**src/hw/rtl/uvtg_pkg.sv**
```systemverilog
// shared types and constants for the time-based uuid generator
`default_nettype none

package uvtg_pkg;

    localparam int CLOCK_W    = 60;
    localparam int RND_W      = 16;
    localparam int NODE_W     = 48;
    localparam int TICK_W     = 24;
    localparam int STAMP_W    = 64;
    localparam int APB_DATA_W = 64;
    localparam int APB_ADDR_W = 4;
    localparam int IN_DATA_W  = 80;
    localparam int OUT_DATA_W = 128;

    localparam logic [TICK_W-1:0] MAX_PER_TICK_RESET = 24'd10000000;

    // register index, taken from paddr bit 3 (registers sit at 8-byte steps)
    localparam logic REG_NODE_ID      = 1'b0;
    localparam logic REG_MAX_PER_TICK = 1'b1;

    localparam logic [3:0] UUID_VERSION = 4'h1;
    localparam logic [1:0] UUID_VARIANT = 2'b10;

    typedef struct packed {
        logic [NODE_W-1:0] node_id;
        logic [TICK_W-1:0] max_per_tick;
    } cfg_t;

    typedef struct packed {
        logic        issued;
        logic [31:0] time_low;
        logic [15:0] time_mid;
        logic [15:0] time_high_version;
        logic [7:0]  clock_seq_high_variant;
        logic [7:0]  clock_seq_low;
        logic [NODE_W-1:0] node_out;
    } result_t;

endpackage

`default_nettype wire

```
**src/hw/rtl/uvtg_cfg_regs.sv**
```systemverilog
// apb configuration registers: node id and per-tick limit
`default_nettype none

module uvtg_cfg_regs (
    input  wire logic                              clk,
    input  wire logic                              rst_n,
    input  wire logic                              psel,
    input  wire logic                              penable,
    input  wire logic                              pwrite,
    input  wire logic [uvtg_pkg::APB_ADDR_W-1:0]   paddr,
    input  wire logic [uvtg_pkg::APB_DATA_W-1:0]   pwdata,
    output logic      [uvtg_pkg::APB_DATA_W-1:0]   prdata,
    output logic                                   pready,
    output uvtg_pkg::cfg_t                         cfg
);

    logic [uvtg_pkg::NODE_W-1:0] node_id_reg;
    logic [uvtg_pkg::TICK_W-1:0] max_per_tick_reg;
    logic                        wr_en;

    assign pready = 1'b1;
    assign wr_en  = psel && penable && pwrite && pready;

    always_ff @(posedge clk or negedge rst_n)
    begin
        if (!rst_n)
        begin
            node_id_reg      <= '0;
            max_per_tick_reg <= uvtg_pkg::MAX_PER_TICK_RESET;
        end
        else if (wr_en)
        begin
            case (paddr[3])
                uvtg_pkg::REG_NODE_ID:
                begin
                    node_id_reg <= pwdata[uvtg_pkg::NODE_W-1:0];
                end
                uvtg_pkg::REG_MAX_PER_TICK:
                begin
                    max_per_tick_reg <= pwdata[uvtg_pkg::TICK_W-1:0];
                end
                default:
                begin
                    node_id_reg <= node_id_reg;
                end
            endcase
        end
    end

    always_comb
    begin
        case (paddr[3])
            uvtg_pkg::REG_NODE_ID:
            begin
                prdata = {{(uvtg_pkg::APB_DATA_W-uvtg_pkg::NODE_W){1'b0}}, node_id_reg};
            end
            uvtg_pkg::REG_MAX_PER_TICK:
            begin
                prdata = {{(uvtg_pkg::APB_DATA_W-uvtg_pkg::TICK_W){1'b0}}, max_per_tick_reg};
            end
            default:
            begin
                prdata = '0;
            end
        endcase
    end

    assign cfg.node_id      = node_id_reg;
    assign cfg.max_per_tick = max_per_tick_reg;

endmodule

`default_nettype wire

```
**src/hw/rtl/uvtg_engine.sv**
```systemverilog
// generator state and the combinational uuid computation
`default_nettype none

module uvtg_engine (
    input  wire logic                             clk,
    input  wire logic                             rst_n,
    input  wire logic                             fire,
    input  wire logic [uvtg_pkg::CLOCK_W-1:0]     clock_now,
    input  wire logic [uvtg_pkg::RND_W-1:0]       random_seq,
    input  wire uvtg_pkg::cfg_t                   cfg,
    output uvtg_pkg::result_t                     result
);

    logic                          primed_reg;
    logic [uvtg_pkg::CLOCK_W-1:0]  last_clock_reg;
    logic [uvtg_pkg::TICK_W-1:0]   tick_count_reg;
    logic                          have_saved_reg;
    logic [uvtg_pkg::STAMP_W-1:0]  saved_stamp_reg;
    logic [uvtg_pkg::RND_W-1:0]    saved_sequence_reg;
    logic [uvtg_pkg::NODE_W-1:0]   saved_node_reg;

    logic                          same_tick;
    logic                          saturated;
    logic                          refuse;
    logic [uvtg_pkg::TICK_W-1:0]   tick_count_next;
    logic [uvtg_pkg::STAMP_W-1:0]  stamp;
    logic [uvtg_pkg::RND_W-1:0]    seq;

    assign same_tick       = (clock_now == last_clock_reg);
    assign saturated       = same_tick && !(tick_count_reg < cfg.max_per_tick);
    assign refuse          = !primed_reg || saturated;
    assign tick_count_next = same_tick ? tick_count_reg + 1'b1 : '0;
    assign stamp = {{(uvtg_pkg::STAMP_W-uvtg_pkg::CLOCK_W){1'b0}}, clock_now}
                 + {{(uvtg_pkg::STAMP_W-uvtg_pkg::TICK_W){1'b0}}, tick_count_next};

    always_comb
    begin
        if (!have_saved_reg || (saved_node_reg != cfg.node_id))
        begin
            seq = random_seq;
        end
        else if (stamp < saved_stamp_reg)
        begin
            // time ran backwards
            seq = saved_sequence_reg + 1'b1;
        end
        else
        begin
            seq = saved_sequence_reg;
        end
    end

    always_ff @(posedge clk or negedge rst_n)
    begin
        if (!rst_n)
        begin
            primed_reg         <= 1'b0;
            last_clock_reg     <= '0;
            tick_count_reg     <= '0;
            have_saved_reg     <= 1'b0;
            saved_stamp_reg    <= '0;
            saved_sequence_reg <= '0;
            saved_node_reg     <= '0;
        end
        else if (fire)
        begin
            if (!primed_reg)
            begin
                // first item only primes the count
                primed_reg     <= 1'b1;
                last_clock_reg <= clock_now;
                tick_count_reg <= cfg.max_per_tick;
            end
            else if (!saturated)
            begin
                last_clock_reg     <= clock_now;
                tick_count_reg     <= tick_count_next;
                have_saved_reg     <= 1'b1;
                saved_stamp_reg    <= stamp;
                saved_sequence_reg <= seq;
                saved_node_reg     <= cfg.node_id;
            end
        end
    end

    always_comb
    begin
        result = '0;
        if (!refuse)
        begin
            result.issued                 = 1'b1;
            result.time_low               = stamp[31:0];
            result.time_mid               = stamp[47:32];
            result.time_high_version      = {uvtg_pkg::UUID_VERSION, stamp[59:48]};
            result.clock_seq_high_variant = {uvtg_pkg::UUID_VARIANT, seq[13:8]};
            result.clock_seq_low          = seq[7:0];
            result.node_out               = cfg.node_id;
        end
    end

endmodule

`default_nettype wire

```
**src/hw/rtl/uuid_v1_time_generator_core.sv**
```systemverilog
// top level: input register, uuid engine, output register, apb registers
// result path: the input reg takes the item on accept, then the result reg captures it on advance
// throughput: one item per cycle unless the output stalls on m_tready
// a result waiting on m_tready does not block one further item entering the input reg
// reset (rst_n, async, active low): pipeline empties, generator unprimed,
// node_id 0, max_per_tick 10000000
`default_nettype none

module uuid_v1_time_generator_core (
    input  wire logic                               clk,
    input  wire logic                               rst_n,
    // clock_now [59:0], random_seq [75:60]
    input  wire logic [uvtg_pkg::IN_DATA_W-1:0]     s_tdata,
    input  wire logic                               s_tvalid,
    output logic                                    s_tready,
    // time_low [31:0], time_mid [47:32], time_high_version [63:48],
    // clock_seq_high_variant [71:64], clock_seq_low [79:72], node_out [127:80]
    output logic      [uvtg_pkg::OUT_DATA_W-1:0]    m_tdata,
    // issued [0]
    output logic                                    m_tuser,
    output logic                                    m_tvalid,
    input  wire logic                               m_tready,
    input  wire logic                               psel,
    input  wire logic                               penable,
    input  wire logic                               pwrite,
    input  wire logic [uvtg_pkg::APB_ADDR_W-1:0]    paddr,
    input  wire logic [uvtg_pkg::APB_DATA_W-1:0]    pwdata,
    output logic      [uvtg_pkg::APB_DATA_W-1:0]    prdata,
    output logic                                    pready
);

    uvtg_pkg::cfg_t                 cfg;
    uvtg_pkg::result_t              result;

    logic                           in_valid_reg;
    logic [uvtg_pkg::CLOCK_W-1:0]   in_clock_reg;
    logic [uvtg_pkg::RND_W-1:0]     in_rnd_reg;
    logic                           out_valid_reg;
    uvtg_pkg::result_t              out_result_reg;
    logic                           advance;
    logic                           in_take;

    assign advance  = in_valid_reg && (!out_valid_reg || m_tready);
    assign s_tready = !in_valid_reg || advance;
    assign in_take  = s_tvalid && s_tready;

    uvtg_cfg_regs u_cfg_regs (
        .clk     (clk),
        .rst_n   (rst_n),
        .psel    (psel),
        .penable (penable),
        .pwrite  (pwrite),
        .paddr   (paddr),
        .pwdata  (pwdata),
        .prdata  (prdata),
        .pready  (pready),
        .cfg     (cfg)
    );

    uvtg_engine u_engine (
        .clk        (clk),
        .rst_n      (rst_n),
        .fire       (advance),
        .clock_now  (in_clock_reg),
        .random_seq (in_rnd_reg),
        .cfg        (cfg),
        .result     (result)
    );

    always_ff @(posedge clk or negedge rst_n)
    begin
        if (!rst_n)
        begin
            in_valid_reg  <= 1'b0;
            out_valid_reg <= 1'b0;
        end
        else
        begin
            if (in_take)
            begin
                in_valid_reg <= 1'b1;
            end
            else if (advance)
            begin
                in_valid_reg <= 1'b0;
            end

            if (advance)
            begin
                out_valid_reg <= 1'b1;
            end
            else if (m_tready)
            begin
                out_valid_reg <= 1'b0;
            end
        end
    end

    always_ff @(posedge clk)
    begin
        if (in_take)
        begin
            in_clock_reg <= s_tdata[uvtg_pkg::CLOCK_W-1:0];
            in_rnd_reg   <= s_tdata[uvtg_pkg::CLOCK_W+uvtg_pkg::RND_W-1:uvtg_pkg::CLOCK_W];
        end
        if (advance)
        begin
            out_result_reg <= result;
        end
    end

    assign m_tvalid = out_valid_reg;
    assign m_tuser  = out_result_reg.issued;
    assign m_tdata  = {out_result_reg.node_out,
                       out_result_reg.clock_seq_low,
                       out_result_reg.clock_seq_high_variant,
                       out_result_reg.time_high_version,
                       out_result_reg.time_mid,
                       out_result_reg.time_low};

endmodule

`default_nettype wire

```
**config.mk**
```make
export PLATFORM = sky130hd
export DESIGN_NAME = uuid_v1_time_generator_core
export DESIGN_NICKNAME = d
export VERILOG_FILES = /design/src/hw/rtl/uvtg_pkg.sv /design/src/hw/rtl/uvtg_cfg_regs.sv /design/src/hw/rtl/uvtg_engine.sv /design/src/hw/rtl/uuid_v1_time_generator_core.sv
export SDC_FILE = /design/constraint.sdc
export NUM_CORES = 1
export LEC_CHECK = 0
export BUFFER_PORTS_ARGS = -buffer_cell sky130_fd_sc_hd__buf_2
export CAP_MARGIN = 20
export CORE_MARGIN = 4
export CORE_UTILIZATION = 53
export CTS_BUF_LIST = sky130_fd_sc_hd__clkbuf_8 sky130_fd_sc_hd__clkbuf_16
export DETAILED_ROUTE_END_ITERATION = 8
export PLACE_DENSITY = 0.82
export REMOVE_ABC_BUFFERS = 1
export SYNTH_ARGS = -nofsm -noshare
export SYNTH_HDL_FRONTEND = slang
export SYNTH_SLANG_ARGS = --single-unit
```
**constraint.sdc**
```tcl
create_clock -name clk -period 6.2 [get_ports clk]
set_input_delay 0.62 -clock clk [delete_from_list [all_inputs] [get_ports clk]]
set_output_delay 0.62 -clock clk [all_outputs]
set_load 0.01 [all_outputs]
```
Word level (Yosys, flattened, before mapping)
Index checks and enable logic that the tools add are counted.
W data, S select, Z words.
- word-level logic and storage cells: 68
- bits in registers: 493
- output and inout port bits: 196
- reduce and logical (&&, ||, !) cells: 22
- add/subtract/negate cells: 3
- mux-type cells: 13
- bitwise operators: 2
- eq/ne operators: 3
- order comparisons: 2
- operator list (operator ; count):
    $mux W129 ; 1
    $pmux W64 S2 ; 1
    $mux W60 ; 2
    $mux W24 ; 3
    $lt A64 B64 Y1 ; 1
    $add A60 B24 Y61 ; 1
    $eq A60 B60 Y1 ; 1
    $ne A48 B48 Y1 ; 1
    $mux W16 ; 2
    $add A24 B1 Y24 const B ; 1
    $lt A24 B24 Y1 ; 1
    $add A16 B1 Y16 const B ; 1
    $reduce_and A2 Y1 ; 3
    $reduce_bool A2 Y1 ; 3
    $logic_and A1 B1 Y1 ; 5
    $logic_not A1 Y1 ; 5
    $logic_or A1 B1 Y1 ; 4
    $mux W1 ; 4
    $reduce_and A4 Y1 ; 1
    $reduce_and A3 Y1 ; 1
    $ne A2 B2 Y1 const B ; 1
    $not A1 Y1 ; 2

Logic depth before layout (Yosys ltp)
- word-level depth: 7
- mapped depth: 29
- mapped depth without buffers: 25

Hierarchy
From an unflattened synthesis, not the netlist that was laid out.
- cell total of the unflattened synthesis: 2162
- area total of the unflattened synthesis: 24820.1 um^2
- modules (own cells, without submodules) (module ; cells each ; times used ; area each (um^2) ; sequential area each (um^2)):
    uvtg_engine ; 1724 ; 1 ; 15273.4 ; 5230.0
    uuid_v1_time_generator_core ; 213 ; 1 ; 6259.8 ; 6206.0
    uvtg_cfg_regs ; 225 ; 1 ; 3286.9 ; 1811.7

Least setup slack after synthesis
OpenSTA, ideal clock, no wires.
- kind: flip-flop to flip-flop
- start point: register in_clock_reg[24] (netlist name)
- end point: register out_result_reg (netlist bit m_tdata[65]), data pin
- stages on the path, launching flop included: 29
- period minus slack after synthesis: 6.000 ns
- setup time: 0.258 ns
- data arrival time: 5.742 ns
- path buffers: 3
- data required time: 5.942 ns
- slack: 0.200 ns
- path through: edfxtp_1 > clkbuf_1 > xnor2_1 > nand4_1 > nor4_1 > nand4_1 > clkbuf_1 > nor2_1 > ha_1 > inv_1 > fa_1 > nand2b_1 > a21oi_1 > o2111ai_1 > a311oi_2 > nor2_1 > or4b_1 > xor2_1 > inv_1 > ha_1 > nand4_1 > nor4b_1 > and4_1 > a21boi_0 > a41oi_2 > buf_2 > nand3_1 > xor2_1 > a21oi_1
- longest elaborated chain between the ends: 6
- RTL lines (item ; line ; RTL):
    from (decl) ; uuid_v1_time_generator_core.sv:36 ; logic [uvtg_pkg::CLOCK_W-1:0] in_clock_reg;
    from (signal assigned) ; uuid_v1_time_generator_core.sv:103 ; in_clock_reg <= s_tdata[uvtg_pkg::CLOCK_W-1:0];
    $eq A60 B60 Y1 ; uvtg_engine.sv:29 ; assign same_tick = (clock_now == last_clock_reg);
    $mux W24 ; uvtg_engine.sv:32 ; assign tick_count_next = same_tick ? tick_count_reg + 1'b1 : '0;
    $add A60 B24 Y61 * ; uvtg_engine.sv:34 ; + {{(uvtg_pkg::STAMP_W-uvtg_pkg::TICK_W){1'b0}}, tick_count_next};
    named net u_engine.stamp, one bit ; uvtg_engine.sv:26 ; logic [uvtg_pkg::STAMP_W-1:0] stamp;
    $lt A64 B64 Y1 * ; uvtg_engine.sv:42 ; else if (stamp < saved_stamp_reg)
    $mux W16 * ; uvtg_engine.sv:42 ;
    $mux W16 * ; uvtg_engine.sv:38 ; if (!have_saved_reg || (saved_node_reg != cfg.node_id))
    to (signal assigned) ; uuid_v1_time_generator_core.sv:108 ; out_result_reg <= result;
    to (decl) ; uuid_v1_time_generator_core.sv:39 ; uvtg_pkg::result_t out_result_reg;
The timed path passes the listed nets; every way through them passes the cells marked *. The select of a mux whose other input is x is not followed.
A chain may end at the register's enable or synchronous reset.

Worst setup path in the final report
- start point: register in_clock_reg[21] (netlist name)
- end point: register out_result_reg (netlist bit m_tdata[69]), data pin
The elaborated chain is that of the path after synthesis.

==> run_results.csv <==
group,metric,value,unit
status,outcome,"complete, but fails checks",
status,failed_checks,"negative setup slack",
power,p_leak,14.44,nW
layout,nets,3121,
detailed_routing,drc,0,
global_route,track_usage,26.98,%
detailed_routing,drt-vias-per-instance,5.681,
run,max_cap_violations,0,
detailed_routing,avgRoutedWirePerCell,20.73,µm
timing,setup_slack,-284.2,ps
global_route,antenna_found_initial,6,
timing,holdWs,52.14,ps
clocking,clk-insertion-delay-late,610,ps
floorplan,row_count,79,
synth,synthArstFlopShare,58.96,%
floorplan,die_h,225.3,µm
timing,slew_headroom,25.63,%
setup_path,worstPathRequired,6530,ps
timing,timing.fmax,154.2,MHz
place,gp_congestion,0.9234,
setup_path,slowest_stage,"edfxtp_1",
layout,largest_reg_flops,123,
place,post-place-ws,-994.4,ps
setup_path,startpoint,"in_clock_reg[21]",
synth,syn_area,0.02503,mm²
setup_path,worstRegToRegCells,30,
global_route,overflow,0,
synth,yosys.cell_types.count,78,
setup_path,timing.rr.end,"m_tdata[69]",
layout,drive_gt1_share,35.06,%
clocking,cts_buffer_depth,3,
synth,ys.warnings.count,0,
setup_path,endpoint_kind,"flop",
synth,synthCells,2290,
layout,multi_input_area,0.01175,mm²
synth,ys_seq_area_share,51.97,%
floorplan,initial_core_util,53.65,%
layout,fillers,3223,
synth,ys_seq_elements,480,
layout,final_cell_mix,"buf_2 (303), buf_4 (282), dfrtp_1 (275)",
timing,final.period_utilization,104.6,%
synth,synth_flop_cell,"dfrtp_1",
detailed_routing,initialDrtViolationCount,1788,
global_route,grt_pass1_vias,19880,
power,power_frac_comb,22.0,%
timing,rsz0062_at_grt,"true",
clocking,tritoncts,"yes",
floorplan,core_area,0.04665,mm²
setup_path,rrSetupSlack,-280,ps
clocking,clk_pin_slew,60,ps
floorplan,ioPinCount,351,
power,p_sw_share,29.93,%
synth,synth_top_area_cell,"dfrtp_1",
worst_hold_path,hp-class,"input pin to async pin",
timing,fin_skew,39.08,ps
timing,worst_pin_slew,1116,ps
power,p_int,6.530,mW
power,seq_power_share,45.0,%
setup_path,arrival,6810,ps
clocking,htreeDepth,2,
detailed_routing,drt-total-wl,72730,µm
clocking,cts.sinks,480,
layout,final_common_cell,"buf_2",
place,portBuffers,304,
setup_path,path_max_fanout,5,
timing,hold_violations,0,
setup_path,endpoint,"m_tdata[69]",
detailed_routing,route.vias.total,19930,
synth,syn_avg_cell_area,10.93,µm²
global_route,grt_pass1_wl,108200,µm
clocking,root_buffer,"clkbuf_16",
layout,register_area,0.01301,mm²
layout,area_delta_synth_final,27.09,%
synth,synth_top_area_share,27.49,%
place,dp_hpwl,49460,µm
power,peakVddDrop,303.4,µV
setup_path,crit_type,"flop to flop",
setup_path,worst_setup_path_start_kind,"flop",
clocking,hold_buffers,0,
clocking,cts-buffers-inserted,50,
detailed_routing,drt_pass1_iterations,6,
global_route,grt_max_degree,103,
floorplan,die_w,225.3,µm
setup_path,r2r_start,"in_clock_reg[21]",
power,switchingPower,2.789,mW
timing,slew_violations,0,
setup_path,max_stage_delay,480,ps
floorplan,dieArea,0.05077,mm²
power,clkPwrFrac,33.0,%
timing,setup_viol,28,
setup_path,crit_top_cell,"buf_4",
timing,fin_crit,6484,ps
synth,synthTopCellsByArea,"dfrtp_1 (27%), edfxtp_1 (24%), ha_1 (5.4%)",
power,power_per_cell_area,293.0,mW/mm²
synth,synth-edff-count,197,
detailed_routing,final_antenna_net_count,0,
[critical path, delay by kind of cell (launching register included)]
kind | cells | cell delay [ps]
and+or+nand+nor | 10 | 1990
adders and majority gates | 3 | 790
buffers and inverters | 8 | 1130
DFF | 1 | 480
xor gates and xnor gates | 3 | 650
AOI/OAI and AO/OA | 6 | 1150
[cell families after synthesis]
kind of cell / count (synthesis) / synth area share [%]
adders and majority gates: 110 / 5.529
DFF: 480 / 51.97
other: 2 / 0.03000
and+or+nand+nor: 728 / 14.36
xor gates and xnor gates: 182 / 6.368
buffers and inverters: 289 / 5.074
muxes: 182 / 9.058
AOI/OAI and AO/OA: 317 / 7.613
[synthesized netlist by cell type (all sizes together), types with 52 or more instances]
cell type,n
xnor2,124
ha,109
a21oi,79
inv,178
dfrtp,275
o21ai,142
edfxtp,197
nand3,53
xor2,58
nor2,131
and2,52
mux2,179
buf,67
nand2,278
[metrics by stage]
| stage | area, µm² | power (mW) | setup TNS (ps) | std cells | util (%) |
|---|---|---|---|---|---|
| after floorplan | 24500 | 5.349 | -316560 | 2198 | - |
| after global placement | 28870 | 6.026 | -16740 | 3377 | 61.88 |
| after detailed placement | 28870 | 6.129 | -22870 | 3377 | 61.88 |
| after CTS | 31020 | 9.231 | -1404 | 3488 | 66.49 |
| after global routing | 31810 | 9.720 | -11090 | 3507 | 68.18 |
| final | 31810 | 9.319 | -5224 | 3508 | 68.18 |
[power groups by stage]
stage	Combinational (mW)	Clock (mW)	Sequential (mW)
after floorplan	1.17	0	4.18
after global routing	2.23	3.25	4.24
final	2.05	3.08	4.19
after detailed placement	1.90	0	4.23
after CTS	1.96	3.10	4.17
after global placement	1.84	0	4.19
[area by class of cell]
cell class	instances	share of cell area (%)
well taps	607	2.388
diodes	3	0.02360
flip-flops and latches	480	40.89
inverters	178	2.116
clock buffers	54	4.106
repair buffers	606	12.38
multi-input cells	1540	36.94
clock inverters	40	1.152
[worst min-delay path by stage]
stage	endpoint	slack [ps]	cells past startpoint
after CTS	u_cfg_regs.node_id_reg[36]	110	1
after floorplan	in_valid_reg	320	0
after detailed placement	u_engine.saved_stamp_reg[3]	470	2
after global placement	u_engine.saved_stamp_reg[0]	460	2
final	u_engine.saved_sequence_reg[5]	50	1
after global routing	u_engine.saved_sequence_reg[5]	120	1
[per-layer routing]
| metal | global-route usage, % | routed length (µm) | share of wire [%] |
|---|---|---|---|
| met2 | 43.18 | 34900 | 48 |
| met5 | 0 | 27 | 0.037 |
| met3 | 6.148 | 5538 | 7.6 |
| met1 | 36.17 | 29140 | 40 |
| met4 | 10.39 | 3114 | 4.3 |
[what timing repair did]
action                     4_1_cts  5_1_grt
pin swaps                       27       70
cloned                           2        1
setup endpoints to repair       28       28
buffers inserted                15       17
gates resized for setup         71      114
No activity file was read; power rests on OpenSTA's default activity.
